## src/ttts_pkg.sv

```systemverilog
// Package for the two-tape Turing step block: widths, command and status codes,
// request and queue entry types. No dependencies.
`default_nettype none
package ttts_pkg;
	localparam int RULE_ENTRIES = 64;
	localparam int TAPE_CELLS   = 256;
	localparam int STATE_COUNT  = 16;
	localparam int RULE_AW      = $clog2(RULE_ENTRIES);
	localparam int TAPE_AW      = $clog2(TAPE_CELLS);
	localparam int RULE_W       = 44;
	localparam logic [7:0] BLANK_SYMBOL = 8'h23;

	typedef enum logic [2:0] {
		CMD_LOAD    = 3'd0,
		CMD_WRITE   = 3'd1,
		CMD_RESTART = 3'd2,
		CMD_STEP    = 3'd3,
		CMD_READ    = 3'd4
	} cmd_t;

	typedef enum logic [2:0] {
		ST_OK      = 3'd0,
		ST_FINAL   = 3'd1,
		ST_BLOCKED = 3'd2,
		ST_RANGE   = 3'd3,
		ST_STOPPED = 3'd4
	} status_t;

	typedef enum logic [1:0] {
		MV_STAY  = 2'd0,
		MV_RIGHT = 2'd1,
		MV_LEFT  = 2'd2
	} move_t;

	typedef struct packed {
		logic [3:0] st;
		logic [7:0] sa;
		logic [7:0] sb;
		logic [3:0] go;
		logic [7:0] pa;
		logic [1:0] ma;
		logic [7:0] pb;
		logic [1:0] mb;
	} rule_t;

	typedef enum logic [2:0] {
		OP_NOP   = 3'd0,
		OP_CELLW = 3'd1,
		OP_RESET = 3'd2,
		OP_STEP  = 3'd3,
		OP_CELLR = 3'd4,
		OP_BAD   = 3'd5
	} op_t;

	typedef struct packed {
		op_t        op;
		logic       sel;
		logic [7:0] pos;
		logic [7:0] value;
	} req_t;

	typedef struct packed {
		logic [2:0] status;
		logic [3:0] state;
		logic [7:0] head_a;
		logic [7:0] head_b;
		logic [7:0] rd;
	} res_t;
endpackage
`default_nettype wire

```

## src/ttts_ram.sv

```systemverilog
// Generic single-port-write, one-read RAM with registered read data.
// No dependencies.
`default_nettype none
module ttts_ram #(
	parameter int WIDTH = 8,
	parameter int DEPTH = 16
) (
	input  wire logic                     clk,
	input  wire logic                     we,
	input  wire logic [$clog2(DEPTH)-1:0] waddr,
	input  wire logic [WIDTH-1:0]         wdata,
	input  wire logic [$clog2(DEPTH)-1:0] raddr,
	output logic      [WIDTH-1:0]         rdata
);
	logic [WIDTH-1:0] mem_q [DEPTH];

	always_ff @(posedge clk) begin
		if (we) mem_q[waddr] <= wdata;
		rdata <= mem_q[raddr];
	end
endmodule
`default_nettype wire

```

## src/ttts_front.sv

```systemverilog
// Front part: accepts requests, writes rule entries, classifies every request into a
// two-entry queue. Depends on ttts_pkg and ttts_ram.
`default_nettype none
module ttts_front import ttts_pkg::*; (
	input  wire logic                clk,
	input  wire logic                arst_n,
	input  wire logic                in_valid,
	output logic                     in_ready,
	input  wire logic [2:0]          command,
	input  wire logic [7:0]          slot,
	input  wire logic                tape_select,
	input  wire logic [RULE_W-1:0]   rule_in,
	input  wire logic [7:0]          cell_value,
	input  wire logic                back_busy,
	output logic                     q_valid,
	output req_t                     q_data,
	input  wire logic                q_pop,
	input  wire logic [RULE_AW-1:0]  rule_raddr,
	output logic [RULE_W-1:0]        rule_rdata
);
	req_t       buf_q [2];
	logic       wr_q, rd_q;
	logic [1:0] cnt_q;
	logic       push, rule_we;
	req_t       req;

	// hold a table load until every earlier request has been carried out
	assign in_ready = (cnt_q != 2'd2)
	                  && !(command == CMD_LOAD && (cnt_q != 2'd0 || back_busy));
	assign push     = in_valid && in_ready;
	assign q_valid  = (cnt_q != 2'd0);
	assign q_data   = buf_q[rd_q];
	assign rule_we  = push && (command == CMD_LOAD) && ({1'b0, slot} < 9'(RULE_ENTRIES));

	always_comb begin
		req.sel   = tape_select;
		req.pos   = slot;
		req.value = cell_value;
		unique case (command)
			CMD_LOAD:    req.op = ({1'b0, slot} < 9'(RULE_ENTRIES)) ? OP_NOP : OP_BAD;
			CMD_WRITE:   req.op = OP_CELLW;
			CMD_RESTART: req.op = OP_RESET;
			CMD_STEP:    req.op = OP_STEP;
			CMD_READ:    req.op = OP_CELLR;
			default:     req.op = OP_NOP;
		endcase
	end

	always_ff @(posedge clk) begin
		if (push) buf_q[wr_q] <= req;
	end

	always_ff @(posedge clk or negedge arst_n) begin
		if (!arst_n) begin
			wr_q  <= 1'b0;
			rd_q  <= 1'b0;
			cnt_q <= 2'd0;
		end else begin
			if (push) wr_q <= ~wr_q;
			if (q_pop) rd_q <= ~rd_q;
			cnt_q <= cnt_q + 2'(push) - 2'(q_pop);
		end
	end

	ttts_ram #(.WIDTH(RULE_W), .DEPTH(RULE_ENTRIES)) u_rules (
		.clk   (clk),
		.we    (rule_we),
		.waddr (slot[RULE_AW-1:0]),
		.wdata (rule_in),
		.raddr (rule_raddr),
		.rdata (rule_rdata)
	);
endmodule
`default_nettype wire

```

## config.mk

```make
export PLATFORM = sky130hd
export DESIGN_NAME = ttts_front
export DESIGN_NICKNAME = d
export VERILOG_FILES = /design/src/ttts_pkg.sv /design/src/ttts_ram.sv /design/src/ttts_front.sv
export SDC_FILE = /design/constraint.sdc
export NUM_CORES = 2
export LEC_CHECK = 0
export BUFFER_PORTS_ARGS = -buffer_cell sky130_fd_sc_hd__buf_2
export CAP_MARGIN = 20
export CORE_ASPECT_RATIO = 0.5
export CORE_MARGIN = 5
export CORE_UTILIZATION = 45
export DETAILED_ROUTE_END_ITERATION = 8
export PLACE_DENSITY_LB_ADDON = 0.25
export SYNTH_ARGS = -nofsm -noshare
export SYNTH_HDL_FRONTEND = slang
export SYNTH_HIERARCHICAL = 1
export SYNTH_SLANG_ARGS = --single-unit
```

## constraint.sdc

```tcl
create_clock -name clk -period 15.2 [get_ports clk]
set_input_delay 3.8 -clock clk [delete_from_list [all_inputs] [get_ports clk]]
set_output_delay 3.8 -clock clk [all_outputs]
set_load 0.01 [all_outputs]
```

==> impl_metrics.csv <==
group,metric,value,unit
synth,synth-seq-area-share,79.5,%
timing,fin_skew,0.0441,ns
run_status,status,"complete, no violations",
job,maximum_capacitance_violations,0,
cells_and_area,finish.cell_count_without_fillers,8375,
floorplanning,die_h,358,um
setup_path,critical_path.top_delay_family,"buffers and inverters",
clock_tree,tritoncts_clock_tree,"done",
setup_path,critical_path.endpoint_type,"output pin",
detailed_routing,drc_errors,0,
clock_tree,clkTransAtPathRegs,0.06,ns
setup_path,worst_ep_required_time,11.40,ns
setup_path,crit_path_start_kind,"input pin",
synth,yosys-top-cells-count,"sky130_fd_sc_hd__edfxtp_1 (2,856), sky130_fd_sc_hd__mux4_2 (697), sky130_fd_sc_hd__clkbuf_1 (124)",
synth,distinct_cell_type_count_of_the_synthesized_netlist,47,
cells_and_area,layout-drive-gt1-share,28.5,%
setup_path,critPathMaxStageDelay,0.25,ns
floorplanning,io-pin-count,141,
global_routing,total_grt_usage,23.2,%
timing,tns,0,ns
hold_path,hp-class,"reg2reg",
cells_and_area,layout.nets,5024,
clock_tree,clk_root_buffer_cell,"sky130_fd_sc_hd__clkbuf_16",
synth,synth_edf_count,2856,
clock_tree,clock_tree.buffer_depth,4,
floorplanning,coreArea,240000,um^2
clock_tree,clk-insertion-delay-late,0.84,ns
placement,io_buffer_count,140,
detailed_routing,detail_route.wirelength,295000,um
synth,ys_seq_elements,2904,
synth,mappedNetlistNets,4716,
timing,rsz0062_at_grt,"false",
synth,synthMostInstantiatedCell,"sky130_fd_sc_hd__edfxtp_1",
synth,synth_area_per_cell,23.5,um^2
global_routing,first_global_vias,53039,
synth,synth-main-ff-cell,"sky130_fd_sc_hd__edfxtp_1",
cells_and_area,share_of_the_core_filled_with_cells,51.2,%
setup_path,most_frequent_cell_on_critical_path,"sky130_fd_sc_hd__buf_2",
synth,yosysTopAreaCell,"sky130_fd_sc_hd__edfxtp_1",
cells_and_area,layout.cell_area.non_filler,123000,um^2
setup_path,worst-path-buf-inv,2,
setup_path,worstPathCellList,"buf_2, or2_1, a21oi_2, buf_2",
setup_path,cp.arrival,4.56,ns
global_routing,grt_start_max_net_pins,140,
power_and_ir_drop,p_leak,37.9,nW
timing,timing.max_slew.rel_slack,9.67,%
placement,place_hpwl,162000,um
detailed_routing,final_antenna_net_count,0,
timing,final-setup-viol-count,0,
setup_path,setup.worst_path.class,"in2out",
synth,async_s_r_ff_share_synth,0.138,%
synth,synth.top_cell.area_share,78.6,%
clock_tree,postCtsSetupBuffers,0,
placement,gpl.final_weighted_congestion,0.801,
global_routing,grt-ovfl-total,0,
floorplanning,die_area,253000,um^2
detailed_routing,number_of_design_rule_violations_left_by_the_first_detailed_router_iteration,7283,
placement,dpl.cell_count,7873,
clock_tree,cts_resized,0,
clock_tree,clock_sink_count,2904,
timing,finalHoldViolCount,0,
floorplanning,die_width,706,um
global_routing,grt_antenna_before_repair,18,
timing,slew_violations,0,
power_and_ir_drop,vdd.ir_drop.worst,0.0953,mV
synth,synth.top_cells.by_area,"sky130_fd_sc_hd__edfxtp_1 (79%), sky130_fd_sc_hd__mux4_2 (14%), sky130_fd_sc_hd__dfxtp_1 (0.81%)",
setup_path,worst_path_max_delay_cell,"sky130_fd_sc_hd__or2_1",
detailed_routing,routed_wire_length_per_instance,35.3,um
floorplanning,initial_core_util,45.4,%
synth,synth-warning-count,6,
floorplanning,row_count,127,
cells_and_area,syn2layout_area_growth,12.9,%
synth,syn_inst,4640,
timing,max_freq,0.120,GHz
clock_tree,h-tree-depth,5,
clock_tree,cts-hold-fix-buffers,0,
placement,dpl-instance-area,114000,um^2
detailed_routing,detail_route.first_pass.iterations,5,
setup_path,path_max_fanout,3,
clock_tree,cts_inserted_buffers,266,
global_routing,grt_pass1_wl,414000,um
detailed_routing,drt-vias-per-instance,6.34,
timing,timing.final.crit_share,55.0,%
power_and_ir_drop,power_per_cell_area,132,nW/um^2
timing,worst_slew_pin_slew,1.36,ns
synth,synth.cell_area,109000,um^2
detailed_routing,vias,53098,
timing,finalWorstPathRequiredPeriod,8.36,ns
==> logic make-up (layout without fill, tap and decap cells) <==
| family | after synthesis | after routing | synth area share [%] |
|---|---|---|---|
| DFF | 2904 | 2904 | 79.5 |
| muxes | 789 | 789 | 15.3 |
| AOI/OAI and AO/OA | 431 | 431 | 2.86 |
| buffers and inverters | 266 | 771 | 1.21 |
| and+or+nand+nor | 245 | 245 | 1.08 |
| xor gates and xnor gates | 4 | 4 | 0.0321 |
| adders and majority gates | 1 | 1 | 0.0115 |
| other | 0 | 5 | 0 |
==> flip-flops by register name (all words and copies together), names as in the netlist <==
| register | flops |
|---|---|
| buf_q | 40 |
| cnt_q | 2 |
| rd_q | 1 |
| u_rules/mem_q | 2816 |
| u_rules/rdata | 44 |
| wr_q | 1 |
==> cell usage in the layout (no fill, tap or decap), drive strengths merged, types with 8 or more instances in the layout <==
cell type	instances
dfxtp	44
a22oi	36
a311oi	12
a21oi	69
bufinv	17
nor2b	15
a221oi	69
buf	306
inv	9
clkinv	83
nor2	114
mux2i	65
o22ai	99
nor3	19
nand2	28
a22o	70
mux4	697
o221ai	24
nand3	27
o21ai	15
nand2b	8
o211ai	8
a211oi	12
clkbuf	352
a31oi	10
mux2	27
edfxtp	2856
==> per-stage QoR <==
stage | total power, mW | hold WS, ns | setup slack (ns)
2_1_floorplan | 9.49 | 0.461 | 6.80
3_3_place_gp | 9.86 | 0.491 | 6.80
3_5_place_dp | 9.87 | 0.488 | 6.85
4_1_cts | 16.3 | 0.496 | 6.84
5_1_grt | 16.8 | 0.510 | 6.83
6_report | 16.2 | 0.511 | 6.84
==> final cells by class <==
type                       count  area [um^2]
multi-input combinational   1470        21500
timing repair buffer         306         2520
sequential                  2904        86700
tap                         3225         4040
clock inverter               113         1070
antenna                        5         12.5
clock buffer                 352         7230
fill                       18441       117000
==> routing by layer <==
layer / part of all wire (%) / vias up / wire length [um] / GRT usage, %
li1: - / 20669 / - / -
met1: 40 / 29014 / 119000 / 33.6
met2: 47 / 2935 / 138000 / 36.4
met3: 10 / 480 / 29600 / 4.77
met4: 2.9 / 0 / 8650 / 6.28
met5: 0 / - / 0 / 0
==> power by group <==
part / switching [mW] / leakage (nW) / internal, mW
logic: 0.510 / 7.73 / 0.318
clock network: 2.88 / 4.05 / 3.65
registers: 0.0417 / 26.1 / 8.84
==> path summary, 6_finish.rpt <==
check                      startpoint              endpoint  slack [ns]  cells after the start
setup / recovery            back_busy              in_ready        6.84                      4
setup reg to reg             cnt_q[0]  u_rules/mem_q[6][24]       10.21                      8
hold / removal                   wr_q                  wr_q        0.51                      1
max in group asynchronous      arst_n                  rd_q       12.30                      1
hold reg to reg                  wr_q                  wr_q        0.51                      1
min in group asynchronous      arst_n              cnt_q[0]        2.77                      1
No activity file was read; power rests on OpenSTA's default activity.
