===== src/ttts_pkg.sv =====
// Package for the two-tape Turing step block: widths, command and status codes,
// request and queue entry types. No dependencies.
`default_nettype none
package ttts_pkg;
	localparam int RULE_ENTRIES = 64;
	localparam int TAPE_CELLS   = 256;
	localparam int STATE_COUNT  = 16;
	localparam int RULE_AW      = $clog2(RULE_ENTRIES);
	localparam int TAPE_AW      = $clog2(TAPE_CELLS);
	localparam int RULE_W       = 44;
	localparam logic [7:0] BLANK_SYMBOL = 8'h23;

	typedef enum logic [2:0] {
		CMD_LOAD    = 3'd0,
		CMD_WRITE   = 3'd1,
		CMD_RESTART = 3'd2,
		CMD_STEP    = 3'd3,
		CMD_READ    = 3'd4
	} cmd_t;

	typedef enum logic [2:0] {
		ST_OK      = 3'd0,
		ST_FINAL   = 3'd1,
		ST_BLOCKED = 3'd2,
		ST_RANGE   = 3'd3,
		ST_STOPPED = 3'd4
	} status_t;

	typedef enum logic [1:0] {
		MV_STAY  = 2'd0,
		MV_RIGHT = 2'd1,
		MV_LEFT  = 2'd2
	} move_t;

	typedef struct packed {
		logic [3:0] st;
		logic [7:0] sa;
		logic [7:0] sb;
		logic [3:0] go;
		logic [7:0] pa;
		logic [1:0] ma;
		logic [7:0] pb;
		logic [1:0] mb;
	} rule_t;

	typedef enum logic [2:0] {
		OP_NOP   = 3'd0,
		OP_CELLW = 3'd1,
		OP_RESET = 3'd2,
		OP_STEP  = 3'd3,
		OP_CELLR = 3'd4,
		OP_BAD   = 3'd5
	} op_t;

	typedef struct packed {
		op_t        op;
		logic       sel;
		logic [7:0] pos;
		logic [7:0] value;
	} req_t;

	typedef struct packed {
		logic [2:0] status;
		logic [3:0] state;
		logic [7:0] head_a;
		logic [7:0] head_b;
		logic [7:0] rd;
	} res_t;
endpackage
`default_nettype wire


===== src/ttts_ram.sv =====
// Generic single-port-write, one-read RAM with registered read data.
// No dependencies.
`default_nettype none
module ttts_ram #(
	parameter int WIDTH = 8,
	parameter int DEPTH = 16
) (
	input  wire logic                     clk,
	input  wire logic                     we,
	input  wire logic [$clog2(DEPTH)-1:0] waddr,
	input  wire logic [WIDTH-1:0]         wdata,
	input  wire logic [$clog2(DEPTH)-1:0] raddr,
	output logic      [WIDTH-1:0]         rdata
);
	logic [WIDTH-1:0] mem_q [DEPTH];

	always_ff @(posedge clk) begin
		if (we) mem_q[waddr] <= wdata;
		rdata <= mem_q[raddr];
	end
endmodule
`default_nettype wire


===== src/ttts_back.sv =====
// Back part: carries out queued requests against the tapes and machine state,
// scanning rule entries in order and firing the first match. Depends on ttts_pkg and ttts_ram.
`default_nettype none
module ttts_back import ttts_pkg::*; (
	input  wire logic               clk,
	input  wire logic               arst_n,
	input  wire logic [3:0]         start_state,
	input  wire logic [15:0]        final_mask,
	input  wire logic [6:0]         entries_used,
	input  wire logic               q_valid,
	input  wire req_t               q_data,
	output logic                    q_pop,
	output logic                    busy,
	output logic [RULE_AW-1:0]      rule_raddr,
	input  wire logic [RULE_W-1:0]  rule_rdata,
	output logic                    res_valid,
	output res_t                    res,
	input  wire logic               res_ready
);
	typedef enum logic [6:0] {
		S_CLEAR = 7'b0000001,
		S_IDLE  = 7'b0000010,
		S_TREAD = 7'b0000100,
		S_TWAIT = 7'b0001000,
		S_SCAN  = 7'b0010000,
		S_CHECK = 7'b0100000,
		S_FIRE  = 7'b1000000
	} fsm_t;

	fsm_t                 fsm_q;
	logic [TAPE_AW:0]     clr_q;
	logic [3:0]           state_q;
	logic [7:0]           ha_q, hb_q;
	logic                 run_q;
	logic [7:0]           syma_q, symb_q;
	logic [RULE_AW:0]     idx_q;
	logic [RULE_AW:0]     lim;
	req_t                 cur_q;
	rule_t                rule;
	logic                 ta_we, tb_we;
	logic [TAPE_AW-1:0]   ta_wa, tb_wa, ta_ra, tb_ra;
	logic [7:0]           ta_wd, tb_wd, ta_rd, tb_rd;
	logic                 out_free;
	logic [7:0]           na, nb;
	logic                 oka, okb, hit, fin;

	assign rule     = rule_t'(rule_rdata);
	assign out_free = !res_valid || res_ready;
	assign lim      = (entries_used > 7'(RULE_ENTRIES)) ? (RULE_AW+1)'(RULE_ENTRIES)
	                                                    : (RULE_AW+1)'(entries_used);
	assign rule_raddr = idx_q[RULE_AW-1:0];
	assign ta_ra    = (fsm_q == S_IDLE) ? q_data.pos : ha_q;
	assign tb_ra    = (fsm_q == S_IDLE) ? q_data.pos : hb_q;
	assign hit      = (rule.st == state_q) && (rule.sa == syma_q) && (rule.sb == symb_q);
	assign q_pop    = (fsm_q == S_IDLE) && q_valid
	                  && (out_free || (q_data.op == OP_STEP && run_q));
	assign busy     = (fsm_q != S_IDLE);

	always_comb begin
		oka = 1'b1;
		na  = ha_q;
		if (rule.ma == MV_RIGHT) begin
			if (ha_q == 8'(TAPE_CELLS-1)) oka = 1'b0; else na = ha_q + 8'd1;
		end else if (rule.ma == MV_LEFT) begin
			if (ha_q == 8'd0) oka = 1'b0; else na = ha_q - 8'd1;
		end
		okb = 1'b1;
		nb  = hb_q;
		if (rule.mb == MV_RIGHT) begin
			if (hb_q == 8'(TAPE_CELLS-1)) okb = 1'b0; else nb = hb_q + 8'd1;
		end else if (rule.mb == MV_LEFT) begin
			if (hb_q == 8'd0) okb = 1'b0; else nb = hb_q - 8'd1;
		end
		fin = final_mask[rule.go];
	end

	always_comb begin
		ta_we = 1'b0; tb_we = 1'b0;
		ta_wa = ha_q; tb_wa = hb_q;
		ta_wd = rule.pa; tb_wd = rule.pb;
		unique case (fsm_q)
			S_CLEAR: begin
				ta_we = 1'b1; tb_we = 1'b1;
				ta_wa = clr_q[TAPE_AW-1:0]; tb_wa = clr_q[TAPE_AW-1:0];
				ta_wd = BLANK_SYMBOL; tb_wd = BLANK_SYMBOL;
			end
			S_IDLE: begin
				ta_wa = q_data.pos; tb_wa = q_data.pos;
				ta_wd = q_data.value; tb_wd = q_data.value;
				ta_we = q_pop && q_data.op == OP_CELLW && !q_data.sel;
				tb_we = q_pop && q_data.op == OP_CELLW && q_data.sel;
			end
			S_FIRE: begin
				ta_we = 1'b1; tb_we = 1'b1;
			end
			default: ;
		endcase
	end

	always_ff @(posedge clk) begin
		if (fsm_q == S_TWAIT) begin
			syma_q <= ta_rd;
			symb_q <= tb_rd;
		end
		if (q_pop) cur_q <= q_data;
	end

	always_ff @(posedge clk or negedge arst_n) begin
		if (!arst_n) begin
			fsm_q     <= S_CLEAR;
			clr_q     <= '0;
			state_q   <= 4'd0;
			ha_q      <= 8'd1;
			hb_q      <= 8'd1;
			run_q     <= 1'b1;
			idx_q     <= '0;
			res_valid <= 1'b0;
			res       <= '0;
		end else begin
			if (res_valid && res_ready) res_valid <= 1'b0;
			unique case (fsm_q)
				S_CLEAR: begin
					clr_q <= clr_q + 1'b1;
					if (clr_q == (TAPE_AW+1)'(TAPE_CELLS-1)) fsm_q <= S_IDLE;
				end
				S_IDLE: begin
					if (q_valid && q_data.op == OP_STEP && run_q) begin
						fsm_q <= S_TREAD;
					end else if (q_pop) begin
						res_valid  <= 1'b1;
						res.status <= ST_OK;
						res.rd     <= 8'd0;
						res.state  <= state_q;
						res.head_a <= ha_q;
						res.head_b <= hb_q;
						unique case (q_data.op)
							OP_BAD:   res.status <= ST_RANGE;
							OP_STEP:  res.status <= ST_STOPPED;
							OP_CELLR: fsm_q <= S_TWAIT;
							OP_RESET: begin
								state_q <= start_state;
								ha_q <= 8'd1; hb_q <= 8'd1; run_q <= 1'b1;
								res.state <= start_state;
								res.head_a <= 8'd1; res.head_b <= 8'd1;
							end
							default: ;
						endcase
						if (q_data.op == OP_CELLR) res_valid <= 1'b0;
					end
				end
				S_TREAD: begin
					fsm_q <= S_TWAIT;
					idx_q <= '0;
				end
				S_TWAIT: begin
					if (cur_q.op == OP_CELLR) begin
						res_valid <= 1'b1;
						res.rd    <= cur_q.sel ? tb_rd : ta_rd;
						fsm_q     <= S_IDLE;
					end else begin
						fsm_q <= S_SCAN;
					end
				end
				S_SCAN: begin
					if (idx_q >= lim) begin
						if (out_free) begin
							run_q      <= 1'b0;
							res_valid  <= 1'b1;
							res.status <= ST_BLOCKED;
							res.rd     <= 8'd0;
							res.state  <= state_q;
							res.head_a <= ha_q;
							res.head_b <= hb_q;
							fsm_q      <= S_IDLE;
						end
					end else begin
						fsm_q <= S_CHECK;
					end
				end
				S_CHECK: begin
					if (hit) fsm_q <= S_FIRE;
					else begin
						idx_q <= idx_q + 1'b1;
						fsm_q <= S_SCAN;
					end
				end
				S_FIRE: begin
					if (out_free) begin
						state_q    <= rule.go;
						ha_q       <= na;
						hb_q       <= nb;
						res_valid  <= 1'b1;
						res.rd     <= 8'd0;
						res.state  <= rule.go;
						res.head_a <= na;
						res.head_b <= nb;
						if (!oka || !okb) begin
							res.status <= ST_RANGE;
							run_q <= 1'b0;
						end else if (fin) begin
							res.status <= ST_FINAL;
							run_q <= 1'b0;
						end else begin
							res.status <= ST_OK;
						end
						fsm_q <= S_IDLE;
					end
				end
				default: fsm_q <= S_IDLE;
			endcase
		end
	end

	logic ta_wg, tb_wg;
	assign ta_wg = ta_we && !(fsm_q == S_FIRE && !out_free);
	assign tb_wg = tb_we && !(fsm_q == S_FIRE && !out_free);

	ttts_ram #(.WIDTH(8), .DEPTH(TAPE_CELLS)) u_tape_a (
		.clk(clk), .we(ta_wg), .waddr(ta_wa), .wdata(ta_wd), .raddr(ta_ra), .rdata(ta_rd)
	);
	ttts_ram #(.WIDTH(8), .DEPTH(TAPE_CELLS)) u_tape_b (
		.clk(clk), .we(tb_wg), .waddr(tb_wa), .wdata(tb_wd), .raddr(tb_ra), .rdata(tb_rd)
	);
endmodule
`default_nettype wire


===== config.mk =====
export PLATFORM = sky130hd
export DESIGN_NAME = ttts_back
export DESIGN_NICKNAME = d
export VERILOG_FILES = /design/src/ttts_pkg.sv /design/src/ttts_ram.sv /design/src/ttts_back.sv
export SDC_FILE = /design/constraint.sdc
export NUM_CORES = 2
export LEC_CHECK = 0
export BUFFER_PORTS_ARGS = -buffer_cell sky130_fd_sc_hd__buf_4
export CAP_MARGIN = 20
export CORE_ASPECT_RATIO = 0.5
export CORE_MARGIN = 2
export CORE_UTILIZATION = 35
export DETAILED_ROUTE_END_ITERATION = 16
export PLACE_DENSITY = 0.58
export SLEW_MARGIN = 30
export SYNTH_ARGS = -nofsm -noshare
export SYNTH_HDL_FRONTEND = slang
export SYNTH_HIERARCHICAL = 1
export SYNTH_SLANG_ARGS = --single-unit

===== constraint.sdc =====
create_clock -name clk -period 6.4 [get_ports clk]
set_input_delay 0.64 -clock clk [delete_from_list [all_inputs] [get_ports clk]]
set_output_delay 0.64 -clock clk [all_outputs]
set_load 0.05 [all_outputs]

==> impl_table.tex <==
\begin{tabular}{lr}
\hline
Metric & Value \\
\hline
\multicolumn{2}{l}{\textbf{Critical path}} \\
\quad Data required time at the worst endpoint & 6980 ps \\
\quad Worst-path cell chain & or4b\_4 -> nor2\_4 -> buf\_4 -> nor2\_4 -> a21o\_1 -> nor2b\_1 -> nand4\_1 -> buf\_4 -> nor2\_1 \\
\quad Worst-path fanout max & 26 \\
\quad Number of cells on the critical path & 9 \\
\quad Start-to-end type of the worst setup path & flip-flop to flip-flop \\
\quad Cell family with the largest share of critical-path delay & simple AND/OR/NAND/NOR gates \\
\quad Reg-to-reg slack, setup & approximately 850 ps \\
\quad Crit path DAT & slightly above 6000 ps \\
\quad Bufs and invs on worst path & 2 \\
\quad FF-to-FF Start & fsm\_q[4] \\
\quad Critical Path Start Type & flip-flop \\
\quad Reg2reg path depth & 9 \\
\quad CP Capture Type & flip-flop \\
\quad Worst r2r dst & u\_tape\_a/mem\_q[27][2] \\
\quad Largest stage delay on the critical path & 860 ps \\
\quad Worst Setup SP & fsm\_q[4] \\
\quad Crit path max-delay cell type & sky130\_fd\_sc\_hd\_\_nand4\_1 \\
\multicolumn{2}{l}{\textbf{Timing}} \\
\quad Final count of negative-setup-slack endpoints & 0 \\
\quad Final hold violations & 0 \\
\quad Min Clock Period, post-route & 5546 ps \\
\quad Max Freq & about 180 MHz \\
\quad Max Slew Vio Count & 0 \\
\quad Portion of the clock cycle consumed by the worst path in the final layout & 0.8666 \\
\quad Final total negative setup slack & 0 ps \\
\quad Setup repair after global routing missed its margin & no \\
\quad Post-route clock skew & 47.07 ps \\
\quad Worst slew margin relative to its limit & 0.2686 \\
\quad Transition time at the pin with the least slew margin & between 1000 and 1500 ps \\
\multicolumn{2}{l}{\textbf{Global route}} \\
\quad Total routing resource utilization after global routing & 0.1788 \\
\quad First-pass GRT wire length & 626.1 mm \\
\quad Largest net degree at the start of global routing & roughly 170 \\
\quad Antenna violations before repair & 23 \\
\quad Grt ovf & 0 \\
\quad Vias in the first global route & between 80,000 and 90,000 \\
\multicolumn{2}{l}{\textbf{Floorplan}} \\
\quad Initial cell density of the core & 0.3515 \\
\quad Core region area & between 400,000 and 500,000 um2 \\
\quad Die span in y & 490.0 um \\
\quad Total I/O pin count & about 140 \\
\quad Full die area & around 480,000 um2 \\
\quad Number of standard-cell rows in the floorplan & $\sim$180 \\
\quad Die Wd & roughly 980 um \\
\multicolumn{2}{l}{\textbf{Synth}} \\
\quad Total of flip-flops plus latches after synthesis & between 4,000 and 5,000 \\
\quad Post-synthesis sequential area ratio & 0.7609 \\
\quad Mapped Nets & roughly 8,300 \\
\quad Yosys top cell area share & 0.7475 \\
\quad Cell with the most instances after synthesis & sky130\_fd\_sc\_hd\_\_edfxtp\_1 \\
\quad Top cells by area, synth & sky130\_fd\_sc\_hd\_\_edfxtp\_1, sky130\_fd\_sc\_hd\_\_mux4\_2, sky130\_fd\_sc\_hd\_\_mux2i\_1, sky130\_fd\_sc\_hd\_\_nor2\_1, sky130\_fd\_sc\_hd\_\_a22oi\_1 \\
\quad YS warnings & 6 \\
\quad Share of synthesized flip-flops with an asynchronous set or reset & 0.01806 \\
\quad Number of distinct library cells after synthesis & 91 \\
\quad EDFF count, synth & 4,116 \\
\quad Main synth FF type & sky130\_fd\_sc\_hd\_\_edfxtp\_1 \\
\quad Post-synthesis cell area & 165,400 um2 \\
\quad Leading post-synthesis cells by instance count & sky130\_fd\_sc\_hd\_\_edfxtp\_1, sky130\_fd\_sc\_hd\_\_mux4\_2, sky130\_fd\_sc\_hd\_\_nor2\_1 \\
\quad Syn avg cell area & 20.27 um2 \\
\quad Syn Inst Count & approximately 8,200 \\
\quad Largest area contributor in the synthesized netlist & sky130\_fd\_sc\_hd\_\_edfxtp\_1 \\
\multicolumn{2}{l}{\textbf{Drt}} \\
\quad First-iteration detailed-routing DRC count & roughly 9,800 \\
\quad Routed wirelength normalized by instance count & between 20 and 30 um \\
\quad Vias per Instance & 5.529 \\
\quad Number of remaining DRC errors & 0 \\
\quad Wire length after detailed routing & roughly 440 mm \\
\quad Overall via count from detail\_route & around 84,000 \\
\quad Remaining antenna violation count after routing & 0 \\
\quad Detailed-routing iteration count for the pre-antenna-repair pass & 8 \\
\multicolumn{2}{l}{\textbf{Power and ir drop}} \\
\quad Worst-case vdd ir drop & between 0.3 and 0.4 mV \\
\quad Reported leakage power & slightly below 60 nW \\
\quad Pwr Density & approximately 470 nW/um2 \\
\multicolumn{2}{l}{\textbf{Run}} \\
\quad \# Max-Cap Violations & 0 \\
\multicolumn{2}{l}{\textbf{Worst hold path}} \\
\quad Worst hold path stage count & 3 \\
\quad Path type of the worst min-delay path & input pin to flip-flop \\
\quad Worst min-delay path endpoint & state\_q[1] \\
\quad HP Start & rule\_rdata[21] \\
\multicolumn{2}{l}{\textbf{Placement}} \\
\quad Placed Cells incl. Taps & $\sim$14,000 \\
\quad Detailed placement HPWL & roughly 270 mm \\
\quad Count of input and output buffers & around 130 \\
\quad Final Wtd Congestion & a little under 0.9 \\
\multicolumn{2}{l}{\textbf{Clocking}} \\
\quad Clock transition at the registers of the reported paths & $\sim$60 ps \\
\quad Clock insertion delay at the later pin of the skew report & slightly below 1000 ps \\
\quad Post-CTS Resized & 0 \\
\quad Hold-fix buffers, CTS & 11 \\
\quad TritonCTS clock tree & done \\
\quad Root buffer selected by CTS & sky130\_fd\_sc\_hd\_\_clkbuf\_16 \\
\quad Clock tree sinks & approximately 4,200 \\
\quad Total clock buffers created by CTS & between 300 and 400 \\
\quad H-tree levels & 5 \\
\quad CTS max path bufs & 4 \\
\quad Buffers inserted by post-CTS timing repair & 0 \\
\multicolumn{2}{l}{\textbf{Finish}} \\
\quad Filler-free cell count of the finished design & roughly 15,000 \\
\quad Growth of design area from synthesis to finish & 13.36\% \\
\quad Share of post-route cells with drive strength above 1 & 0.2303 \\
\quad Final net count & between 8,000 and 9,000 \\
\multicolumn{2}{l}{\textbf{Run status}} \\
\quad Outcome & completed \\
\hline
\end{tabular}
==> worst min-delay path, delay by kind of cell <==
family                 cells  cell delay [ps]
buffers and inverters      1              120
AO/OA/AOI/OAI              1              110
multiplexers               1               80
==> cells in the final DEF, fill, tap and decap left out, drive strengths merged, types with 68 or more instances in the layout <==
cell | Yosys | layout
a21oi | 219 | 219
a22oi | 279 | 279
buf | 273 | 427
clkbuf | 239 | 479
clkinv | 2 | 166
dfrtp | 72 | 72
edfxtp | 4116 | 4116
mux2i | 290 | 290
mux4 | 916 | 916
nand2 | 190 | 190
nand3 | 91 | 91
nor2 | 595 | 595
nor2b | 68 | 68
nor4 | 68 | 68
o21ai | 80 | 80
o221ai | 94 | 94
==> report_power, final <==
group,switching [W],internal [W],total [W]
sequential,0.000399,0.0348,0.0352
combinational,0.0183,0.0102,0.0285
clock,0.0102,0.0134,0.0236
total,0.0289,0.0584,0.0873
==> registers in the layout, indices dropped and copies added (netlist names) <==
signal	cells
u_tape_a/mem_q	2048
u_tape_b/mem_q	2048
res	31
clr_q	9
ha_q	8
hb_q	8
syma_q	8
symb_q	8
u_tape_a/rdata	8
u_tape_b/rdata	8
fsm_q	7
idx_q	7
cur_q	4
state_q	4
res_valid	1
run_q	1
==> cells by family after synthesis <==
logic type                 after synthesis  synth area share
AOI/OAI and AO/OA                      952           0.04040
xor gates and xnor gates                32          0.001695
adders and majority gates               15          0.001135
buffers and inverters                  539           0.01961
DFF                                   4208            0.7609
muxes                                 1215            0.1430
and+or+nand+nor                       1198           0.03322
==> area by class of cell <==
class / instances / area (um2)
fillers: 41686 / 282900
flip-flops and latches: 4208 / 125800
multi-input cells: 3412 / 36810
clock buffers: 479 / 10270
well taps: 6300 / 7883
repair buffers: 438 / 4058
clock inverters: 233 / 2482
inverters: 27 / 101.3
diodes: 10 / 25.02
==> routing by layer <==
layer / part of all wire / track usage / vias up
li1: - / - / 34597
met1: 0.41 / 0.2474 / 44907
met2: 0.48 / 0.2900 / 3334
met3: 0.074 / 0.02983 / 676
met4: 0.035 / 0.05825 / 8
met5: 0.00011 / 0 / -
==> per-stage QoR <==
step / utilization / power, W / hold slack, ps / cell area [um2] / setup WS [ps]
detailed placement: 0.3707 / 0.06436 / 467.8 / 174400 / 933.6
floorplan: - / 0.05526 / 344.4 / 165400 / 623.9
CTS: 0.3980 / 0.08781 / 3.390 / 187200 / 919.5
finish: 0.3985 / 0.08731 / 48.77 / 187500 / 853.7
global route: 0.3985 / 0.09030 / 41.43 / 187400 / 663.3
global placement: 0.3705 / 0.06400 / 465.1 / 174300 / 580.6
==> worst max-delay path by stage <==
stage | endpoint | slack (ps)
after floorplan | u_tape_a/mem_q[0][2] | 620
after global placement | u_tape_a/rdata[2] | 580
after detailed placement | u_tape_a/rdata[4] | 930
after CTS | u_tape_a/rdata[2] | 920
after global routing | u_tape_a/mem_q[27][4] | 660
final | u_tape_a/mem_q[27][2] | 850
Note: power is estimated with default switching activity, not from simulation.
